`config.mk`:
```
export PLATFORM = sky130hd
export DESIGN_NAME = pulse_width_qualifier_autocal
export DESIGN_NICKNAME = d
export VERILOG_FILES = /design/src/rtl/pwqa_pkg.sv /design/src/rtl/pulse_width_qualifier_autocal.sv
export SDC_FILE = /design/constraint.sdc
export NUM_CORES = 1
export LEC_CHECK = 0
export BUFFER_PORTS_ARGS = -buffer_cell sky130_fd_sc_hd__buf_2
export CORE_ASPECT_RATIO = 1.25
export CORE_MARGIN = 2
export CORE_UTILIZATION = 68
export CTS_BUF_LIST = sky130_fd_sc_hd__clkbuf_4
export DETAILED_ROUTE_END_ITERATION = 7
export GPL_ROUTABILITY_DRIVEN = 0
export PLACE_DENSITY = 0.89
export SLEW_MARGIN = 20
export SYNTH_ARGS = -nofsm -noshare
export SYNTH_HDL_FRONTEND = slang
export SYNTH_SLANG_ARGS = --single-unit
export TNS_END_PERCENT = 20
```
`constraint.sdc`:
```
create_clock -name clk_i -period 14.35 [get_ports clk_i]
set_input_delay 2.87 -clock clk_i [delete_from_list [all_inputs] [get_ports clk_i]]
set_output_delay 2.87 -clock clk_i [all_outputs]
set_load 0.03 [all_outputs]
```
`src/rtl/pwqa_pkg.sv`:
```
// ---------------------------------------------------------------------------
// pwqa_pkg
// Shared widths, register indexes, reset values and event codes.
// ---------------------------------------------------------------------------
package pwqa_pkg;

  localparam int unsigned DataW   = 32;
  localparam int unsigned CfgIdxW = 8;
  localparam int unsigned EventW  = 2;

  // Configuration register indexes.
  localparam logic [CfgIdxW-1:0] CfgCalWindow  = 8'd0;
  localparam logic [CfgIdxW-1:0] CfgStatPeriod = 8'd1;
  localparam logic [CfgIdxW-1:0] CfgMinPulse   = 8'd2;
  localparam logic [CfgIdxW-1:0] CfgMaxPulse   = 8'd3;

  // Reset values of the configuration registers.
  localparam logic [DataW-1:0] CalWindowRst  = 32'd1000;
  localparam logic [DataW-1:0] StatPeriodRst = 32'd1000;
  localparam logic [DataW-1:0] MinPulseRst   = 32'd300;
  localparam logic [DataW-1:0] MaxPulseRst   = 32'd100000;

  // Pulse event codes.
  localparam logic [EventW-1:0] EvNone   = 2'd0;
  localparam logic [EventW-1:0] EvAccept = 2'd1;
  localparam logic [EventW-1:0] EvReject = 2'd2;

endpackage

```
`src/rtl/pulse_width_qualifier_autocal.sv`:
```
// ---------------------------------------------------------------------------
// pulse_width_qualifier_autocal
// Pulse width discriminator that learns the idle level of its sensor.
// ---------------------------------------------------------------------------
// Usage: each input beat carries one sensor sample (sample_level_i) stamped
// with a millisecond time and a microsecond time. Every input beat produces
// exactly one output beat with the calibration state, the pulse verdict, the
// running counters and the status flag.
// Both channels use valid and stall: a beat moves on a rising edge where
// valid is high and stall is low.
// A sample is first held in the input register; the evaluation stage then
// updates the state and loads the output register, from where the result
// beat is offered. Throughput is one beat per cycle while the output is not
// stalled, set by that single evaluation stage; the state feeds back only
// through flip-flops, so a new sample may follow in every such cycle.
// When the receiver stalls, the output beat holds and the input register
// keeps one further sample; the input channel stalls only while both are
// full and the output stays stalled.
// Reset clears all state and counters and restores the default window,
// status period and pulse limits. Configuration writes are taken at once and
// are meant to be made only while the block is idle.
// ---------------------------------------------------------------------------
module pulse_width_qualifier_autocal
  import pwqa_pkg::*;
(
  input  logic                clk_i,
  input  logic                rst_ni,
  // Configuration write port.
  input  logic                cfg_we_i,
  input  logic [CfgIdxW-1:0]  cfg_idx_i,
  input  logic [DataW-1:0]    cfg_wdata_i,
  // Sample channel.
  input  logic                in_valid_i,
  output logic                in_stall_o,
  input  logic                sample_level_i,
  input  logic [DataW-1:0]    time_ms_i,
  input  logic [DataW-1:0]    time_us_i,
  // Result channel.
  output logic                out_valid_o,
  input  logic                out_stall_i,
  output logic                is_calibrated_o,
  output logic                idle_is_high_o,
  output logic [EventW-1:0]   pulse_event_o,
  output logic [DataW-1:0]    pulse_width_us_o,
  output logic [DataW-1:0]    accepted_count_o,
  output logic [DataW-1:0]    rejected_count_o,
  output logic [DataW-1:0]    edge_count_o,
  output logic                status_due_o
);

  // Configuration registers.
  logic [DataW-1:0] cal_window_q, stat_period_q, min_pulse_q, max_pulse_q;

  always_ff @(posedge clk_i or negedge rst_ni) begin
    if (!rst_ni) begin
      cal_window_q  <= CalWindowRst;
      stat_period_q <= StatPeriodRst;
      min_pulse_q   <= MinPulseRst;
      max_pulse_q   <= MaxPulseRst;
    end else if (cfg_we_i) begin
      unique case (cfg_idx_i)
        CfgCalWindow:  cal_window_q  <= cfg_wdata_i;
        CfgStatPeriod: stat_period_q <= cfg_wdata_i;
        CfgMinPulse:   min_pulse_q   <= cfg_wdata_i;
        CfgMaxPulse:   max_pulse_q   <= cfg_wdata_i;
        default: ;
      endcase
    end
  end

  // Handshake. The evaluation stage fires whenever the input register holds
  // a sample and the output register is free or being emptied this cycle.
  logic             s1_valid_q;
  logic             out_valid_q;
  logic             out_free;
  logic             eval_fire;
  logic             in_accept;

  assign out_free   = !out_valid_q || !out_stall_i;
  assign eval_fire  = s1_valid_q && out_free;
  assign in_stall_o = s1_valid_q && !out_free;
  assign in_accept  = in_valid_i && !in_stall_o;

  // Input register.
  logic             s1_level_q;
  logic [DataW-1:0] s1_ms_q, s1_us_q;

  always_ff @(posedge clk_i or negedge rst_ni) begin
    if (!rst_ni) begin
      s1_valid_q <= 1'b0;
    end else if (in_accept) begin
      s1_valid_q <= 1'b1;
    end else if (eval_fire) begin
      s1_valid_q <= 1'b0;
    end
  end

  always_ff @(posedge clk_i) begin
    if (in_accept) begin
      s1_level_q <= sample_level_i;
      s1_ms_q    <= time_ms_i;
      s1_us_q    <= time_us_i;
    end
  end

  // Block state.
  logic             started_q, started_d;
  logic             calibrated_q, calibrated_d;
  logic             last_level_q, last_level_d;
  logic             idle_high_q, idle_high_d;
  logic             in_pulse_q, in_pulse_d;
  logic [DataW-1:0] cal_start_q, cal_start_d;
  logic [DataW-1:0] high_cnt_q, high_cnt_d;
  logic [DataW-1:0] low_cnt_q, low_cnt_d;
  logic [DataW-1:0] pulse_start_q, pulse_start_d;
  logic [DataW-1:0] last_status_q, last_status_d;
  logic [DataW-1:0] acc_cnt_q, acc_cnt_d;
  logic [DataW-1:0] rej_cnt_q, rej_cnt_d;
  logic [DataW-1:0] edge_cnt_q, edge_cnt_d;

  logic [EventW-1:0] event_d;
  logic [DataW-1:0]  width_d;
  logic              status_d;

  // Modular differences against the stored time stamps; the wrap of the
  // free-running timers falls out of 32-bit subtraction.
  logic [DataW-1:0] cal_elapsed, stat_elapsed, pulse_len;
  logic             cal_done, stat_done, width_ok;

  assign cal_elapsed  = s1_ms_q - cal_start_q;
  assign stat_elapsed = s1_ms_q - last_status_q;
  assign pulse_len    = s1_us_q - pulse_start_q;
  assign cal_done     = cal_elapsed >= cal_window_q;
  assign stat_done    = stat_elapsed >= stat_period_q;
  assign width_ok     = (pulse_len >= min_pulse_q) && (pulse_len <= max_pulse_q);

  always_comb begin
    started_d     = started_q;
    calibrated_d  = calibrated_q;
    last_level_d  = last_level_q;
    idle_high_d   = idle_high_q;
    in_pulse_d    = in_pulse_q;
    cal_start_d   = cal_start_q;
    high_cnt_d    = high_cnt_q;
    low_cnt_d     = low_cnt_q;
    pulse_start_d = pulse_start_q;
    last_status_d = last_status_q;
    acc_cnt_d     = acc_cnt_q;
    rej_cnt_d     = rej_cnt_q;
    edge_cnt_d    = edge_cnt_q;
    event_d       = EvNone;
    width_d       = '0;
    status_d      = 1'b0;

    priority if (!started_q) begin
      // The first sample only fixes the reference times and level.
      started_d     = 1'b1;
      last_level_d  = s1_level_q;
      cal_start_d   = s1_ms_q;
      last_status_d = s1_ms_q;
    end else if (!calibrated_q) begin
      if (s1_level_q) begin
        high_cnt_d = high_cnt_q + 1'b1;
      end else begin
        low_cnt_d = low_cnt_q + 1'b1;
      end
      if (cal_done) begin
        // Majority vote decides idle; a tie counts as high.
        idle_high_d   = high_cnt_d >= low_cnt_d;
        last_level_d  = s1_level_q;
        calibrated_d  = 1'b1;
        last_status_d = s1_ms_q;
      end
    end else begin
      if (s1_level_q != last_level_q) begin
        edge_cnt_d   = edge_cnt_q + 1'b1;
        last_level_d = s1_level_q;
        if (s1_level_q != idle_high_q) begin
          in_pulse_d    = 1'b1;
          pulse_start_d = s1_us_q;
        end else if (in_pulse_q) begin
          in_pulse_d = 1'b0;
          width_d    = pulse_len;
          if (width_ok) begin
            acc_cnt_d = acc_cnt_q + 1'b1;
            event_d   = EvAccept;
          end else begin
            rej_cnt_d = rej_cnt_q + 1'b1;
            event_d   = EvReject;
          end
        end
      end
      if (stat_done) begin
        last_status_d = s1_ms_q;
        status_d      = 1'b1;
      end
    end
  end

  always_ff @(posedge clk_i or negedge rst_ni) begin
    if (!rst_ni) begin
      started_q     <= 1'b0;
      calibrated_q  <= 1'b0;
      last_level_q  <= 1'b0;
      idle_high_q   <= 1'b0;
      in_pulse_q    <= 1'b0;
      cal_start_q   <= '0;
      high_cnt_q    <= '0;
      low_cnt_q     <= '0;
      pulse_start_q <= '0;
      last_status_q <= '0;
      acc_cnt_q     <= '0;
      rej_cnt_q     <= '0;
      edge_cnt_q    <= '0;
    end else if (eval_fire) begin
      started_q     <= started_d;
      calibrated_q  <= calibrated_d;
      last_level_q  <= last_level_d;
      idle_high_q   <= idle_high_d;
      in_pulse_q    <= in_pulse_d;
      cal_start_q   <= cal_start_d;
      high_cnt_q    <= high_cnt_d;
      low_cnt_q     <= low_cnt_d;
      pulse_start_q <= pulse_start_d;
      last_status_q <= last_status_d;
      acc_cnt_q     <= acc_cnt_d;
      rej_cnt_q     <= rej_cnt_d;
      edge_cnt_q    <= edge_cnt_d;
    end
  end

  // Output register.
  logic              o_cal_q, o_idle_q, o_status_q;
  logic [EventW-1:0] o_event_q;
  logic [DataW-1:0]  o_width_q, o_acc_q, o_rej_q, o_edge_q;

  always_ff @(posedge clk_i or negedge rst_ni) begin
    if (!rst_ni) begin
      out_valid_q <= 1'b0;
    end else if (eval_fire) begin
      out_valid_q <= 1'b1;
    end else if (!out_stall_i) begin
      out_valid_q <= 1'b0;
    end
  end

  always_ff @(posedge clk_i) begin
    if (eval_fire) begin
      o_cal_q    <= calibrated_d;
      o_idle_q   <= idle_high_d;
      o_event_q  <= event_d;
      o_width_q  <= width_d;
      o_acc_q    <= acc_cnt_d;
      o_rej_q    <= rej_cnt_d;
      o_edge_q   <= edge_cnt_d;
      o_status_q <= status_d;
    end
  end

  assign out_valid_o      = out_valid_q;
  assign is_calibrated_o  = o_cal_q;
  assign idle_is_high_o   = o_idle_q;
  assign pulse_event_o    = o_event_q;
  assign pulse_width_us_o = o_width_q;
  assign accepted_count_o = o_acc_q;
  assign rejected_count_o = o_rej_q;
  assign edge_count_o     = o_edge_q;
  assign status_due_o     = o_status_q;

endmodule

```
**Yosys cells after proc, flatten, opt, wreduce, memory -nomap -nowiden**

Cells that the tools add are included.

- Flip-flop bits (word level): 589
- Bits of input ports: 110
- Word-level logic and storage cells: 121

- Add/subtract/negate cells: 8
- Magnitude comparators: 5
- Equal/unequal tests: 9
- Multiplexer cells: 42
- Bitwise gates (word level): 4
- Reduce and logical (&&, ||, !) cells: 23

Operator list:

| operator | number |
|---|---|
| 32-bit 2-to-1 mux | 25 |
| 32-bit by 1-bit adder with 32-bit output, second input constant | 5 |
| 32-bit greater-or-equal comparator | 4 |
| 32-bit subtractor | 3 |
| 32-bit less-or-equal comparator | 1 |
| 8-bit by 2-bit equality test with 1-bit output, second input constant | 2 |
| 1-bit 2-to-1 mux | 16 |
| 2-bit AND reduction | 6 |
| 3-bit AND reduction | 3 |
| 8-bit by 1-bit equality test with 1-bit output, second input constant | 1 |
| 8-bit zero test | 1 |
| 3-bit by 2-bit inequality test with 1-bit output, second input constant | 2 |
| 5-bit AND reduction | 1 |
| 5-bit OR reduction | 1 |
| 1-bit logical AND | 4 |
| 1-bit zero test | 4 |
| 1-bit inverter | 4 |
| 4-bit AND reduction | 1 |
| 3-bit by 1-bit inequality test with 1-bit output, second input constant | 1 |
| 2-bit 2-to-1 mux | 1 |
| 1-bit inequality test | 2 |
| 2-bit by 1-bit inequality test with 1-bit output, second input constant | 1 |
| 2-bit nonzero test | 1 |
| 1-bit logical OR | 1 |

**Longest topological paths before layout**

- Word-level depth: 9
- Depth in mapped cells: 26
- Depth with buffers taken out: 24

**Least setup slack after synthesis**

OpenSTA, ideal clock, no wires.

- Path type: input -> register
- Start: in out_stall_i
- End: reg edge_cnt_q[13]
- Setup time: 0.134 ns
- Data arrival time: 7.612 ns
- Slack: 6.604 ns
- Cell stages on the path: 6
- Path buffers: 1
- Cell sequence: nand2_1 > nand2_1 > clkinv_1 > clkbuf_1 > nand2_1 > xnor2_1

- Cells in the longest elaborated chain, start to end: 3

Ends and longest elaborated chain:

| item | RTL line | text |
|---|---|---|
| start: declaration | pulse_width_qualifier_autocal.sv:40 | `input logic out_stall_i,` |
| 1-bit zero test | n/a |  |
| 1-bit logical OR | pulse_width_qualifier_autocal.sv:79 | `assign out_free = !out_valid_q \|\| !out_stall_i;` |
| 1-bit logical AND | pulse_width_qualifier_autocal.sv:80 | `assign eval_fire = s1_valid_q && out_free;` |
| via eval_fire | pulse_width_qualifier_autocal.sv:76 | `logic eval_fire;` |
| end signal: assignment | pulse_width_qualifier_autocal.sv:228 | `edge_cnt_q <= edge_cnt_d;` |
| end: declaration | pulse_width_qualifier_autocal.sv:119 | `logic [DataW-1:0] edge_cnt_q, edge_cnt_d;` |

The timed path passes the listed nets, and every way through them passes these cells.
A chain may end at the register's enable or synchronous reset.

**Worst setup path after layout**

- Start: reg s1_ms_q[0]
- End: reg last_status_q[0]

- Cells in the longest elaborated chain, start to end: 4
- Elaborated cells on any way between the ends: 11
- Classes of those cells: 2 x add/sub; 2 x order compare; 2 x eq/ne; 4 x mux; 1 x reduce/logical

Ends and longest elaborated chain:

| item | RTL line | text |
|---|---|---|
| start: declaration | pulse_width_qualifier_autocal.sv:86 | `logic [DataW-1:0] s1_ms_q, s1_us_q;` |
| start signal: assignment | pulse_width_qualifier_autocal.sv:101 | `s1_ms_q <= time_ms_i;` |
| 32-bit subtractor (on tied branches) | pulse_width_qualifier_autocal.sv:131, pulse_width_qualifier_autocal.sv:130 |  |
| 32-bit greater-or-equal comparator (on tied branches) | pulse_width_qualifier_autocal.sv:134, pulse_width_qualifier_autocal.sv:133 |  |
| 3-bit by 2-bit inequality test with 1-bit output (no line) or 3-bit by 1-bit inequality test with 1-bit output (tied branches) | n/a |  |
| 3-bit AND reduction (no line) | n/a |  |
| end signal: assignment | pulse_width_qualifier_autocal.sv:225 | `last_status_q <= last_status_d;` |
| end: declaration | pulse_width_qualifier_autocal.sv:116 | `logic [DataW-1:0] last_status_q, last_status_d;` |

Parallel ways exist; a longest one is shown, timed or not. The select of a mux whose other input is x is not followed.

==> results.yml <==
floorplan:
  io_pins: 245
  fp.dieArea_sq_um: 49880
  core-area_sq_um: 47330
  die_w_microns: 200.2
  start_util_pct: 69.11
  rows: 89
  die_h_microns: 249.2
finish:
  final_common_cell: "dfrtp_1"
  drive_above_1_share_pct: 20.36
  final_cell_mix: "dfrtp_1 (369), nand2_1 (295), ha_1 (257), xnor2_1 (245), inv_1 (244)"
  final_area_sq_um: 36500
  fin_cells: 4117
  area_growth_pct: 11.60
  fin_nets: 3724
timing:
  fmax_mhz: 154.1
  hold_violations: 0
  final.min_clock_period_ns: 6.489
  drv_slew: 0
  fin_setup_tns_ns: 0
  rsz0062_at_grt: "no"
  relSlewSlack_pct: 25.53
  skew_ns: 0.04320
  setup_viol: 0
  hold_ws_ns: 0.4893
  period_share_pct: 45.22
  worst_pin_slew_ns: 1.115
worst_setup_path:
  end_kind: "flop"
  path_delay_family: "compound AO/OA/AOI/OAI gates"
  r2r_slack_ns: 7.86
  critPathMaxFanout: 32
  crit_start: "s1_ms_q[0]$_DFFE_PP_"
  slowest_stage: "a21oi_4"
  path_depth: 22
  r2r_start: "s1_ms_q[0]$_DFFE_PP_"
  slowest_delay_ns: 0.90
  r2r-end: "last_status_q[0]$_DFFE_PN0P_"
  cp_data_arrival_time_ns: 7.25
  ff2ff_path_depth: 22
  worstSetupEndpoint: "last_status_q[0]$_DFFE_PN0P_"
  startpoint_type: "flop"
  path_cells: "inv_1 -> ha_1 -> inv_1 -> fa_1 -> a211oi_1 -> o21bai_1 -> a211oi_1 -> nor4b_1 -> nor2_1 -> a31oi_1 -> a311o_1 -> or3_1 -> a31oi_1 -> xnor2_1 -> ha_1 -> a21o_1 -> a21oi_1 -> o2111ai_1 -> a2bb2oi_2 -> o21ai_1 -> a21oi_4 -> mux2_2"
  worstPathRequired_ns: 15.11
  path_buf_inv: 2
  criticalPathCategory: "reg2reg"
yosys:
  ys_warn_count: 0
  synth_cell_types: 94
  synth.net_count: 3406
  syn-instance-count: 3036
  synth.largest_area_cell: "dfrtp_1"
  avgSynthCellArea_sq_um: 10.77
  syn_area_sq_um: 32710
  synthFlopType: "dfrtp_1"
  ys_seq_elements: 589
  synth_edf_count: 198
  synth_top_area_share_pct: 28.23
  yosysSeqAreaShare_pct: 48.18
  synthArstFlopShare_pct: 66.38
  synth_area_leaders: "dfrtp_1 (28%), edfxtp_1 (18%), ha_1 (9.8%)"
global_route:
  grt_start_max_net_pins: 159
  grt_overflow_total: 0
  grt_usage_pct: 29.15
  grt_first_pass_wirelength_microns: 118600
  grt_pass1_vias: 24519
  antenna_found_initial: 13
clock_network:
  htreeDepth: 4
  clk_path_buf_depth: 3
  cts.clk_slew.worst_paths_ns: 0.07
  clk_latency_ns: 0.91
  postCtsResizedCells: 0
  postCtsHoldBufs: 0
  cts_buffers: 143
  cts_root_buffer: "clkbuf_4"
  post_cts_buffers: 0
  cts.sinks: 589
  cts_tree: "built"
drt:
  ant_nets: 0
  wl_per_cell_microns: 17.56
  drc_errors: 0
  drt_first_iter_violations: 1384
  drtPass1Iterations: 7
  vias_per_cell: 5.800
  vias: 23879
  routed_wl_microns: 72290
power_and_ir_drop:
  intPower_mw: 3.611
  p_comb_share_pct: 38.2
  power.density_nw_per_um2: 154.3
  p_seq_share_pct: 35.9
  p_sw_share_pct: 35.88
  ir_drop_mv: 0.08301
  p_sw_mw: 2.021
  power.share.clock_pct: 25.8
  p_leak_nw: 17.27
placed_design:
  port_buffers: 244
  dp_cells: 3846
  hpwl_microns: 52370
  place_area_sq_um: 34520
run_status:
  status: "finished, final reports clean"
flow_run:
  cap_violations: 0
worst_hold_path:
  hold_path.class: "reg2reg"
-- worst register-to-register path, delay by kind of cell, from the launching register on --
kind / cells / cell delay, ns
flops: 1 / 0.40
fa+ha+maj: 3 / 0.91
buf+inv: 2 / 0.16
mux: 1 / 0.47
simple gates: 3 / 0.70
xor+xnor: 1 / 0.11
compound gates: 12 / 3.59
-- power by group through the flow --
| stage | clock network, mW | registers (mW) | logic, mW |
|---|---|---|---|
| after CTS | 1.49 | 2.02 | 2.12 |
| after global placement | 0 | 2.04 | 1.96 |
| after global routing | 1.57 | 2.04 | 2.38 |
| after detailed placement | 0 | 2.05 | 2.10 |
| final | 1.45 | 2.02 | 2.15 |
| after floorplan | 0 | 2.08 | 1.52 |
-- per-stage QoR --
stage	total power [mW]	utilization [%]	setup slack, ns
after global placement	3.998	72.94	8.149
after CTS	5.629	77.04	8.031
after global routing	5.994	77.12	7.719
after detailed placement	4.153	72.94	8.130
final	5.631	77.12	7.861
after floorplan	3.603	-	6.604
-- metal layers --
layer | track usage (%) | wire (microns) | share of wire, %
met1 | 35.77 | 29700 | 41
met2 | 49.14 | 35550 | 49
met3 | 4.788 | 3775 | 5.2
met4 | 16.50 | 3265 | 4.5
met5 | 0 | 0 | 0
-- synth_stat cells (all sizes together) (3+ instances only) --
library cell,n
nor3,41
fa,3
nand3,75
or2,8
o31a,3
a21oi,119
nor2b,21
a21o,102
xor2,150
nand2,297
nand2b,27
o211ai,8
and4,10
nor2,134
edfxtp,198
nand4,70
a31oi,13
o21a,23
ha,257
or3,8
a2111oi,4
a311oi,3
inv,244
o21ai,154
buf,24
dfstp,22
dfrtp,369
a21boi,5
a211o,3
a211oi,14
mux2,140
clkbuf,62
o31ai,3
nor4,22
nand3b,4
o21bai,10
xnor2,245
and2,39
and3,60
-- cell families after synthesis --
| family | count (synthesis) | synth area share, % |
|---|---|---|
| fa+ha+maj | 260 | 10.02 |
| simple gates | 830 | 13.04 |
| xor+xnor | 395 | 10.58 |
| mux | 141 | 4.851 |
| buf+inv | 331 | 3.948 |
| compound gates | 490 | 9.388 |
| flops | 589 | 48.18 |
-- worst min-delay path by stage --
| stage | from | to | slack [ns] | cells past startpoint |
|---|---|---|---|---|
| 3_3_place_gp | s1_us_q[2]$_DFFE_PP_ | pulse_start_q[2]$_DFFE_PN0P_ | 0.47 | 2 |
| 4_1_cts | low_cnt_q[31]$_DFFE_PN0P_ | low_cnt_q[31]$_DFFE_PN0P_ | 0.49 | 1 |
| 5_1_grt | min_pulse_q[10]$_DFFE_PN0P_ | min_pulse_q[10]$_DFFE_PN0P_ | 0.51 | 1 |
| 3_5_place_dp | low_cnt_q[31]$_DFFE_PN0P_ | low_cnt_q[31]$_DFFE_PN0P_ | 0.48 | 1 |
| 2_1_floorplan | s1_valid_q$_DFFE_PN0P_ | out_valid_o$_DFFE_PN0P_ | 0.46 | 1 |
| 6_report | low_cnt_q[31]$_DFFE_PN0P_ | low_cnt_q[31]$_DFFE_PN0P_ | 0.49 | 1 |
-- layout make-up --
class | count | area [sq um]
Sequential cell | 589 | 15760
Multi-Input combinational cell | 2116 | 15690
Fill cell | 2956 | 10830
Clock buffer | 215 | 1614
Timing Repair Buffer | 259 | 1360
Inverter | 245 | 924.6
Tap cell | 637 | 797.0
Clock inverter | 43 | 327.8
Antenna cell | 13 | 32.53
Note: power is estimated with default switching activity, not from simulation.
